===== src/design/i2cm_pkg.sv =====
// Package for the I2C master bit engine: payload types, configuration
// register type, widths and reset values. No dependencies.
package i2cm_pkg;

  localparam int unsigned DELAY_W    = 16;
  localparam int unsigned POLL_W     = 8;
  localparam int unsigned CFG_IDX_W  = 1;
  localparam int unsigned CFG_DATA_W = 16;

  // Configuration register indexes
  localparam logic [CFG_IDX_W-1:0] CFG_HALF_PERIOD = 1'd0;
  localparam logic [CFG_IDX_W-1:0] CFG_ACK_TIMEOUT = 1'd1;

  // Configuration reset values
  localparam logic [DELAY_W-1:0] HALF_PERIOD_RST = 16'd48;
  localparam logic [POLL_W-1:0]  ACK_TIMEOUT_RST = 8'd250;

  // One bus tick offered to the engine
  typedef struct packed {
    logic       cmd_valid;
    logic [2:0] kind;
    logic [7:0] tx_byte;
    logic       send_ack;
    logic       sda_in;
  } item_t;

  // Line levels and status reported for one tick
  typedef struct packed {
    logic       scl;
    logic       sda_out;
    logic       sda_drive;
    logic       busy_res;
    logic       done_res;
    logic [7:0] rx_byte;
    logic       ack_failed;
  } result_t;

  // Configuration register contents
  typedef struct packed {
    logic [DELAY_W-1:0] half_period_ticks;
    logic [POLL_W-1:0]  ack_timeout;
  } cfg_t;

endpackage


===== src/design/i2cm_cmd_if.sv =====
// Valid/ready channel carrying one bus tick item into the engine.
// Depends on i2cm_pkg.
interface i2cm_cmd_if;
  logic                valid;
  logic                ready;
  i2cm_pkg::item_t     data;

  modport source (output valid, output data, input ready);
  modport sink   (input valid, input data, output ready);
endinterface


===== src/design/i2cm_res_if.sv =====
// Valid/ready channel carrying one tick result out of the engine.
// Depends on i2cm_pkg.
interface i2cm_res_if;
  logic                valid;
  logic                ready;
  i2cm_pkg::result_t   data;

  modport source (output valid, output data, input ready);
  modport sink   (input valid, input data, output ready);
endinterface


===== src/design/i2cm_core.sv =====
// Bus sequencer of the I2C master: phase register, delay, bit and poll
// counters, line levels. Advances one tick per step. Depends on i2cm_pkg.
module i2cm_core (
  input  logic              clk,
  input  logic              rst_n,
  input  logic              step,
  input  i2cm_pkg::item_t   item,
  input  i2cm_pkg::cfg_t    cfg,
  output i2cm_pkg::result_t res
);
  import i2cm_pkg::*;

  localparam logic [3:0] PH_IDLE    = 4'd0;
  localparam logic [3:0] PH_START_A = 4'd1;
  localparam logic [3:0] PH_START_B = 4'd2;
  localparam logic [3:0] PH_STOP_A  = 4'd3;
  localparam logic [3:0] PH_STOP_B  = 4'd4;
  localparam logic [3:0] PH_WR_A    = 4'd5;
  localparam logic [3:0] PH_WR_B    = 4'd6;
  localparam logic [3:0] PH_WR_C    = 4'd7;
  localparam logic [3:0] PH_WA_REL  = 4'd8;
  localparam logic [3:0] PH_WA_HIGH = 4'd9;
  localparam logic [3:0] PH_WA_POLL = 4'd10;
  localparam logic [3:0] PH_RD_LOW  = 4'd11;
  localparam logic [3:0] PH_RD_HIGH = 4'd12;
  localparam logic [3:0] PH_RK_A    = 4'd13;
  localparam logic [3:0] PH_RK_B    = 4'd14;

  localparam logic [2:0] CMD_START = 3'd0;
  localparam logic [2:0] CMD_STOP  = 3'd1;
  localparam logic [2:0] CMD_WRITE = 3'd2;
  localparam logic [2:0] CMD_WAIT  = 3'd3;
  localparam logic [2:0] CMD_READ  = 3'd4;

  localparam logic [3:0] BITS_PER_BYTE = 4'd8;

  logic [3:0]         phase_r, phase_nxt;
  logic [2:0]         cmd_r, cmd_nxt;
  logic [DELAY_W-1:0] delay_r, delay_nxt;
  logic [3:0]         bit_r, bit_nxt;
  logic [7:0]         shift_r, shift_nxt;
  logic [POLL_W-1:0]  poll_r, poll_nxt;
  logic               ack_choice_r, ack_choice_nxt;
  logic               scl_r, scl_nxt;
  logic               sdao_r, sdao_nxt;
  logic               drv_r, drv_nxt;
  logic [7:0]         rx_r, rx_nxt;
  logic               fail_r, fail_nxt;
  logic               done;

  logic [DELAY_W-1:0] delay_load;
  logic [DELAY_W-1:0] delay_dec;
  logic [3:0]         bit_inc;

  // A zero half period behaves as one tick
  assign delay_load = (cfg.half_period_ticks == '0) ? {{(DELAY_W-1){1'b0}}, 1'b1}
                                                    : cfg.half_period_ticks;
  assign delay_dec  = (delay_r != '0) ? delay_r - 1'b1 : '0;
  assign bit_inc    = bit_r + 1'b1;

  // Next state for one tick
  always_comb begin
    phase_nxt      = phase_r;
    cmd_nxt        = cmd_r;
    delay_nxt      = delay_r;
    bit_nxt        = bit_r;
    shift_nxt      = shift_r;
    poll_nxt       = poll_r;
    ack_choice_nxt = ack_choice_r;
    scl_nxt        = scl_r;
    sdao_nxt       = sdao_r;
    drv_nxt        = drv_r;
    rx_nxt         = rx_r;
    fail_nxt       = fail_r;
    done           = 1'b0;

    if (phase_r == PH_IDLE) begin
      // Take a new command; unknown kinds are dropped
      if (item.cmd_valid && item.kind <= CMD_READ) begin
        cmd_nxt   = item.kind;
        delay_nxt = delay_load;
        unique case (item.kind)
          CMD_START: begin
            phase_nxt = PH_START_A;
            {scl_nxt, sdao_nxt, drv_nxt} = 3'b111;
          end
          CMD_STOP: begin
            phase_nxt = PH_STOP_A;
            {scl_nxt, sdao_nxt, drv_nxt} = 3'b001;
          end
          CMD_WRITE: begin
            bit_nxt   = '0;
            shift_nxt = {item.tx_byte[6:0], 1'b0};
            phase_nxt = PH_WR_A;
            {scl_nxt, sdao_nxt, drv_nxt} = {1'b0, item.tx_byte[7], 1'b1};
          end
          CMD_WAIT: begin
            poll_nxt  = '0;
            phase_nxt = PH_WA_REL;
            {scl_nxt, sdao_nxt, drv_nxt} = {scl_r, 1'b1, 1'b0};
          end
          default: begin
            ack_choice_nxt = item.send_ack;
            shift_nxt      = '0;
            bit_nxt        = '0;
            phase_nxt      = PH_RD_LOW;
            {scl_nxt, sdao_nxt, drv_nxt} = 3'b010;
          end
        endcase
      end
    end else if (phase_r == PH_WA_POLL || (phase_r == PH_WA_HIGH && delay_dec == '0)) begin
      // Poll SDA for the acknowledge
      phase_nxt = PH_WA_POLL;
      delay_nxt = delay_dec;
      if (phase_r == PH_WA_POLL) delay_nxt = delay_r;
      if (!item.sda_in) begin
        {scl_nxt, sdao_nxt, drv_nxt} = 3'b010;
        fail_nxt  = 1'b0;
        phase_nxt = PH_IDLE;
        done      = 1'b1;
      end else if (poll_r >= cfg.ack_timeout) begin
        phase_nxt = PH_STOP_A;
        delay_nxt = delay_load;
        {scl_nxt, sdao_nxt, drv_nxt} = 3'b001;
      end else begin
        poll_nxt = poll_r + 1'b1;
      end
    end else begin
      // Count down the delay, then advance the phase
      delay_nxt = delay_dec;
      if (delay_dec == '0) begin
        unique case (phase_r)
          PH_START_A: begin
            phase_nxt = PH_START_B;
            delay_nxt = delay_load;
            {scl_nxt, sdao_nxt, drv_nxt} = 3'b101;
          end
          PH_START_B: begin
            {scl_nxt, sdao_nxt, drv_nxt} = 3'b001;
            phase_nxt = PH_IDLE;
            done      = 1'b1;
          end
          PH_STOP_A: begin
            phase_nxt = PH_STOP_B;
            delay_nxt = delay_load;
            {scl_nxt, sdao_nxt, drv_nxt} = 3'b111;
          end
          PH_STOP_B: begin
            if (cmd_r == CMD_WAIT) fail_nxt = 1'b1;
            phase_nxt = PH_IDLE;
            done      = 1'b1;
          end
          PH_WR_A: begin
            phase_nxt = PH_WR_B;
            delay_nxt = delay_load;
            {scl_nxt, sdao_nxt, drv_nxt} = {1'b1, sdao_r, 1'b1};
          end
          PH_WR_B: begin
            phase_nxt = PH_WR_C;
            delay_nxt = delay_load;
            {scl_nxt, sdao_nxt, drv_nxt} = {1'b0, sdao_r, 1'b1};
          end
          PH_WR_C: begin
            bit_nxt = bit_inc;
            if (bit_inc >= BITS_PER_BYTE) begin
              phase_nxt = PH_IDLE;
              done      = 1'b1;
            end else begin
              shift_nxt = {shift_r[6:0], 1'b0};
              phase_nxt = PH_WR_A;
              delay_nxt = delay_load;
              {scl_nxt, sdao_nxt, drv_nxt} = {1'b0, shift_r[7], 1'b1};
            end
          end
          PH_WA_REL: begin
            phase_nxt = PH_WA_HIGH;
            delay_nxt = delay_load;
            {scl_nxt, sdao_nxt, drv_nxt} = 3'b110;
          end
          PH_RD_LOW: begin
            phase_nxt = PH_RD_HIGH;
            delay_nxt = delay_load;
            {scl_nxt, sdao_nxt, drv_nxt} = 3'b110;
            shift_nxt = {shift_r[6:0], item.sda_in};
          end
          PH_RD_HIGH: begin
            bit_nxt   = bit_inc;
            delay_nxt = delay_load;
            if (bit_inc >= BITS_PER_BYTE) begin
              phase_nxt = PH_RK_A;
              {scl_nxt, sdao_nxt, drv_nxt} = {1'b0, ~ack_choice_r, 1'b1};
            end else begin
              phase_nxt = PH_RD_LOW;
              {scl_nxt, sdao_nxt, drv_nxt} = 3'b010;
            end
          end
          PH_RK_A: begin
            phase_nxt = PH_RK_B;
            delay_nxt = delay_load;
            {scl_nxt, sdao_nxt, drv_nxt} = {1'b1, sdao_r, 1'b1};
          end
          PH_RK_B: begin
            {scl_nxt, sdao_nxt, drv_nxt} = {1'b0, sdao_r, 1'b1};
            rx_nxt    = shift_r;
            phase_nxt = PH_IDLE;
            done      = 1'b1;
          end
          default: begin
            phase_nxt = PH_IDLE;
          end
        endcase
      end
    end
  end

  // Result of the tick shows the state after it
  always_comb begin
    res.scl        = scl_nxt;
    res.sda_out    = sdao_nxt;
    res.sda_drive  = drv_nxt;
    res.busy_res   = (phase_nxt != PH_IDLE);
    res.done_res   = done;
    res.rx_byte    = rx_nxt;
    res.ack_failed = fail_nxt;
  end

  // Hold state between steps
  always_ff @(posedge clk) begin
    if (!rst_n) begin
      phase_r      <= PH_IDLE;
      cmd_r        <= CMD_START;
      delay_r      <= '0;
      bit_r        <= '0;
      shift_r      <= '0;
      poll_r       <= '0;
      ack_choice_r <= 1'b0;
      scl_r        <= 1'b1;
      sdao_r       <= 1'b1;
      drv_r        <= 1'b1;
      rx_r         <= '0;
      fail_r       <= 1'b0;
    end else if (step) begin
      phase_r      <= phase_nxt;
      cmd_r        <= cmd_nxt;
      delay_r      <= delay_nxt;
      bit_r        <= bit_nxt;
      shift_r      <= shift_nxt;
      poll_r       <= poll_nxt;
      ack_choice_r <= ack_choice_nxt;
      scl_r        <= scl_nxt;
      sdao_r       <= sdao_nxt;
      drv_r        <= drv_nxt;
      rx_r         <= rx_nxt;
      fail_r       <= fail_nxt;
    end
  end

  // While SDA is released, its output level is always high
  a_release_high: assert property (@(posedge clk) disable iff (!rst_n)
    !drv_r |-> sdao_r)
    else $error("SDA released while driven level is low");

  // Bit counter never passes one byte
  a_bit_bound: assert property (@(posedge clk) disable iff (!rst_n)
    bit_r <= BITS_PER_BYTE)
    else $error("bit counter overran a byte");

  // A completing tick leaves the engine idle next cycle
  a_done_idle: assert property (@(posedge clk) disable iff (!rst_n)
    step && done |=> phase_r == PH_IDLE)
    else $error("engine not idle after done");

endmodule


===== src/design/i2c_master_bit_engine.sv =====
// Top level of the I2C master bit engine: input register, result register,
// configuration registers. Depends on i2cm_pkg, i2cm_cmd_if, i2cm_res_if, i2cm_core.
//
// Each transfer on in_ch is one tick of the bus sequencer and yields exactly one
// transfer on out_ch with the line levels and status after that tick. The block
// takes one item per cycle while out_ch is not stalled: an item waits in the input
// register, the sequencer in i2cm_core advances by one tick, and the result lands
// in the output register; a stalled output holds back only the input register.
// Bus timing counts ticks, not clock cycles: each bus step lasts half_period_ticks
// items (zero acts as one). Write configuration only while the engine is idle and
// no items are in flight.
module i2c_master_bit_engine (
  input  logic                                clk,
  input  logic                                rst_n,
  i2cm_cmd_if.sink                            in_ch,
  i2cm_res_if.source                          out_ch,
  input  logic                                cfg_we,
  input  logic [i2cm_pkg::CFG_IDX_W-1:0]      cfg_idx,
  input  logic [i2cm_pkg::CFG_DATA_W-1:0]     cfg_wdata
);
  import i2cm_pkg::*;

  item_t   item_r;
  logic    in_vld_r;
  result_t res_r;
  logic    out_vld_r;
  cfg_t    cfg_r;
  result_t core_res;
  logic    step;

  // Advance the sequencer when an item waits and the output can take it
  assign step         = in_vld_r && (!out_vld_r || out_ch.ready);
  assign in_ch.ready  = !in_vld_r || step;
  assign out_ch.valid = out_vld_r;
  assign out_ch.data  = res_r;

  // Configuration registers
  always_ff @(posedge clk) begin
    if (!rst_n) begin
      cfg_r.half_period_ticks <= HALF_PERIOD_RST;
      cfg_r.ack_timeout       <= ACK_TIMEOUT_RST;
    end else if (cfg_we) begin
      unique case (cfg_idx)
        CFG_HALF_PERIOD: cfg_r.half_period_ticks <= cfg_wdata;
        default:         cfg_r.ack_timeout       <= cfg_wdata[POLL_W-1:0];
      endcase
    end
  end

  // Input register: load on each input transfer
  always_ff @(posedge clk) begin
    if (!rst_n) begin
      in_vld_r <= 1'b0;
    end else if (in_ch.ready) begin
      in_vld_r <= in_ch.valid;
    end
  end

  always_ff @(posedge clk) begin
    if (in_ch.valid && in_ch.ready) item_r <= in_ch.data;
  end

  // Output register: load on each step, drop on output transfer
  always_ff @(posedge clk) begin
    if (!rst_n) begin
      out_vld_r <= 1'b0;
    end else begin
      out_vld_r <= step || (out_vld_r && !out_ch.ready);
    end
  end

  always_ff @(posedge clk) begin
    if (step) res_r <= core_res;
  end

  i2cm_core u_core (
    .clk   (clk),
    .rst_n (rst_n),
    .step  (step),
    .item  (item_r),
    .cfg   (cfg_r),
    .res   (core_res)
  );

  // A waiting item is never dropped while the output stalls
  a_hold_item: assert property (@(posedge clk) disable iff (!rst_n)
    in_vld_r && !step |=> in_vld_r)
    else $error("input item lost while stalled");

  // Every step produces a result next cycle
  a_step_result: assert property (@(posedge clk) disable iff (!rst_n)
    step |=> out_vld_r)
    else $error("step without a result");

  // A done result always shows the engine no longer busy
  a_done_not_busy: assert property (@(posedge clk) disable iff (!rst_n)
    out_vld_r && res_r.done_res |-> !res_r.busy_res)
    else $error("done reported while busy");

endmodule

===== src/flat_wrapper.sv =====
// flat-port wrapper written by rule: the top's interface ports become plain ports
module i2c_master_bit_engine_flat import i2cm_pkg::*;
  (clk, rst_n, cfg_we, cfg_idx, cfg_wdata, in_ch_valid, in_ch_data, in_ch_ready, out_ch_valid, out_ch_data, out_ch_ready);
  i2cm_cmd_if in_ch_i ();
  i2cm_res_if out_ch_i ();
  input  logic clk;
  input  logic rst_n;
  input  logic cfg_we;
  input  logic [i2cm_pkg::CFG_IDX_W-1:0] cfg_idx;
  input  logic [i2cm_pkg::CFG_DATA_W-1:0] cfg_wdata;
  input wire logic [$bits(in_ch_i.valid)-1:0] in_ch_valid;
  input wire logic [$bits(in_ch_i.data)-1:0] in_ch_data;
  output wire logic [$bits(in_ch_i.ready)-1:0] in_ch_ready;
  output wire logic [$bits(out_ch_i.valid)-1:0] out_ch_valid;
  output wire logic [$bits(out_ch_i.data)-1:0] out_ch_data;
  input wire logic [$bits(out_ch_i.ready)-1:0] out_ch_ready;
  assign in_ch_i.valid = in_ch_valid;
  assign in_ch_i.data = in_ch_data;
  assign in_ch_ready = in_ch_i.ready;
  assign out_ch_valid = out_ch_i.valid;
  assign out_ch_data = out_ch_i.data;
  assign out_ch_i.ready = out_ch_ready;
  i2c_master_bit_engine u_core (.clk(clk), .rst_n(rst_n), .in_ch(in_ch_i), .out_ch(out_ch_i), .cfg_we(cfg_we), .cfg_idx(cfg_idx), .cfg_wdata(cfg_wdata));
endmodule

===== config.mk =====
export PLATFORM = sky130hd
export DESIGN_NAME = i2c_master_bit_engine_flat
export DESIGN_NICKNAME = d
export VERILOG_FILES = /design/src/design/i2cm_pkg.sv /design/src/design/i2cm_cmd_if.sv /design/src/design/i2cm_res_if.sv /design/src/design/i2cm_core.sv /design/src/design/i2c_master_bit_engine.sv /design/src/flat_wrapper.sv
export SDC_FILE = /design/constraint.sdc
export NUM_CORES = 1
export LEC_CHECK = 0
export BUFFER_PORTS_ARGS = -buffer_cell sky130_fd_sc_hd__clkbuf_2
export CORE_MARGIN = 2
export CORE_UTILIZATION = 60
export CTS_CLUSTER_SIZE = 10
export DETAILED_ROUTE_END_ITERATION = 7
export PLACE_DENSITY = 0.9
export SLEW_MARGIN = 0
export SYNTH_ARGS = -nofsm -noshare
export SYNTH_HDL_FRONTEND = slang
export SYNTH_HIERARCHICAL = 1
export SYNTH_SLANG_ARGS = --single-unit

===== constraint.sdc =====
create_clock -name clk -period 6 [get_ports clk]
set_input_delay 1.2 -clock clk [delete_from_list [all_inputs] [get_ports clk]]
set_output_delay 1.2 -clock clk [all_outputs]
set_load 0.01 [all_outputs]

==> metrics.txt <==
RSZ-0062 raised after global routing=no; Starting Density=0.623; GRT overflow=0; syn_nets=820; fmax=251 MHz; Reg2Reg Launch Point=u_core/u_core/delay_r[0]$_SDFFE_PN0P_; synthesized cell area=6490 µm²; Max-Cap Viols=0; CTS Sinks=110; HP Start=u_core/cfg_r[8]$_SDFFE_PN0P_; Seq/Total Area, Yosys=0.383; Req. time, crit path=6.35 ns; Area Growth Syn to Fin=6.69%; worst reg2reg path endpoint=u_core/u_core/poll_r[3]$_SDFFE_PN0P_; flops & latches, synth=110; Max Slew Vio Count=0; die height=108 µm; share of cells above drive strength 1=0.137; RD Place Congestion=1.04; Largest stage delay, worst path=0.64 ns; number of global-route vias before repair=5,863; first-pass GRT wire length=29.5 mm; Crit Path Category=reg2reg; final worst slack=2.02 ns; cell count of the worst reg-to-reg path=11; EDFF count, synth=28; Worst-path clk slew=0.13 ns; status=finished, final reports clean; syn_area_per_cell=8.40 µm²; GRT Total Usage=0.324; Pleak=2.73 nW; tightest hold margin=0.472 ns; initial DRC count=790; register area=2480 µm²; HP Class=reg2reg; Root Buffer=clkbuf_8; unique cell type count in the Yosys netlist=79; P per Cell Area=263 nW/µm²; iteration count of the initial detailed-routing pass=6; Yosys Warn Count=6; final wirelength=18.4 mm; asr flop ratio synth=0; Period Utilization, post-route=0.663; final HPWL from detailed placement=12.9 mm; final net count=837; Placement Rows=37; Via Count=6,286; Inserted Clock Buffers=9; Bufs on Longest Clock Path=2; reg2reg setup slack=2.02 ns; setup TNS=0 ns; min cycle time layout=3.98 ns; Buffers on Ports=51; largest net degree at the start of global routing=66; CP arrival=4.33 ns; ANT nets after route=0; Final Skew=0.0237 ns; Buf/Inv on CP=2; dpl ws=2.12 ns; crit-path leading delay family=simple AND/OR/NAND/NOR gates; crit end category=flop; CP Cell Sequence=inv_1, ha_1, nor3b_2, a32oi_1, a2bb2oi_1, nor4b_4, a31oi_1, buf_4, o41a_1, or4_1, nand2_1; Finish-stage setup viols=0; Slew @ Worst Pin=1.11 ns; Max VDD drop=0.255 mV; antenna violations before repair=0; Resized cells post-CTS=0; Synth Flop Type=dfxtp_1; area occupied by multi-input gates=3610 µm²; critical path's slowest cell=nor3b_2; antenna cells=0; io pins=52; Max FO, Critical Path=20; Fin. Hold Viols=0; core area=10,400 µm²; CTS tree=built; post-CTS setup buffers=0; Worst Hold End=u_core/cfg_r[8]$_SDFFE_PN0P_; die area=11,700 µm²; Clk Latency, worst-skew pair=0.41 ns; # hold bufs at CTS=0; cells after synthesis=772; Critical Path Start Type=flop; Die W=108 µm; # DRC=0; vias per inst=6.76; Worst Hold Depth=2; layout filler cell count=842; Wirelength per Cell=19.8 µm; htree depth=3; Max-slew headroom=0.253
## metrics by stage
step	util	area, µm²	cells	total power [W]
CTS	0.665	6920	930	0.00181
floorplan	-	6490	772	0.00121
global placement	0.645	6720	914	0.00132
detailed placement	0.645	6720	914	0.00133
global route	0.665	6920	930	0.00190
finish	0.665	6920	930	0.00182
## worst max-delay path by stage
stage | startpoint | endpoint | cells past startpoint
after floorplan | out_ch_ready | u_core/u_core/poll_r[3]$_SDFFE_PN0P_ | 9
after global placement | u_core/u_core/delay_r[0]$_SDFFE_PN0P_ | u_core/u_core/poll_r[7]$_SDFFE_PN0P_ | 11
after detailed placement | u_core/u_core/delay_r[0]$_SDFFE_PN0P_ | u_core/u_core/poll_r[3]$_SDFFE_PN0P_ | 11
after CTS | u_core/u_core/delay_r[0]$_SDFFE_PN0P_ | u_core/u_core/poll_r[3]$_SDFFE_PN0P_ | 11
after global routing | u_core/u_core/delay_r[0]$_SDFFE_PN0P_ | u_core/u_core/poll_r[3]$_SDFFE_PN0P_ | 11
final | u_core/u_core/delay_r[0]$_SDFFE_PN0P_ | u_core/u_core/poll_r[3]$_SDFFE_PN0P_ | 11
## synthesized netlist by cell type (all sizes together) (19+ instances only)
library cell | number | area, µm²
nor3 | 19 | 105
dfxtp | 82 | 1640
nand3 | 26 | 130
nand2 | 99 | 372
edfxtp | 28 | 841
nor2 | 59 | 221
clkbuf | 34 | 128
mux2i | 31 | 310
buf | 23 | 158
o21ai | 51 | 259
inv | 28 | 105
o211ai | 19 | 173
a21oi | 53 | 265
## power by group
part	switching [W]	internal (W)	total, W
registers	0.0000448	0.000798	0.000843
clock network	0.000284	0.000201	0.000486
logic	0.000322	0.000169	0.000491
total	0.000651	0.00117	0.00182
## placed cells by master (no fill, tap or decap), drive strengths merged, types with 7 or more instances in the layout
master,netlist,final
edfxtp,28,28
a21oi,53,53
a221oi,8,8
ha,12,12
nor2b,11,11
mux2,8,8
o21ai,51,51
or4,9,9
dfxtp,82,82
nand3,26,26
o211ai,19,19
nor2,59,59
nor3,19,19
nor4,13,13
o21a,8,8
or3,8,8
nand2,99,99
inv,28,32
a211oi,15,15
clkbuf,34,61
mux2i,31,31
buf,23,12
a22oi,13,13
nand4,7,7
nand2b,9,9
a31oi,13,13
## cells by family (layout without fill, tap and decap cells)
logic type / count (synthesis) / in the layout / share of synthesized area
XOR/XNOR: 8 / 8 / 0.0108
buffers and inverters: 87 / 109 / 0.0613
adder cells (fa/ha/maj): 12 / 12 / 0.0231
flip-flops: 110 / 110 / 0.383
AND/OR/NAND/NOR: 292 / 292 / 0.226
AO/OA/AOI/OAI: 224 / 224 / 0.234
multiplexers: 39 / 39 / 0.0617
## state kept, by name, summed over array words and instances, names as in the netlist, 3 cells and up
signal	count
u_core/u_core/poll_r	8
u_core/u_core/delay_r	16
u_core/u_core/bit_r	4
u_core/out_ch.data	14
u_core/u_core/phase_r	4
u_core/u_core/rx_r	8
u_core/u_core/cmd_r	3
u_core/cfg_r	24
u_core/item_r	14
u_core/u_core/shift_r	8
## tightest hold or removal path: stages (launching register included)
cell	delay (ns)
dfxtp_1	0.33
nand2_1	0.05
mux2i_1	0.05
## metal layers
metal	GRT usage	up-vias	routed length, µm
met4	0.144	0	662
met5	0	-	0
met2	0.498	408	8320
li1	-	2881	-
met3	0.0802	69	2030
met1	0.434	2928	7410
## area by class of cell
class / count / share of cell area
clock buffer: 10 / 0.0184
clock inverter: 6 / 0.0107
inverter: 30 / 0.0163
multi-input combinational: 575 / 0.522
sequential: 110 / 0.359
tap: 136 / 0.0246
timing repair buffer: 63 / 0.0499
Power figures use the tool's default switching activity.
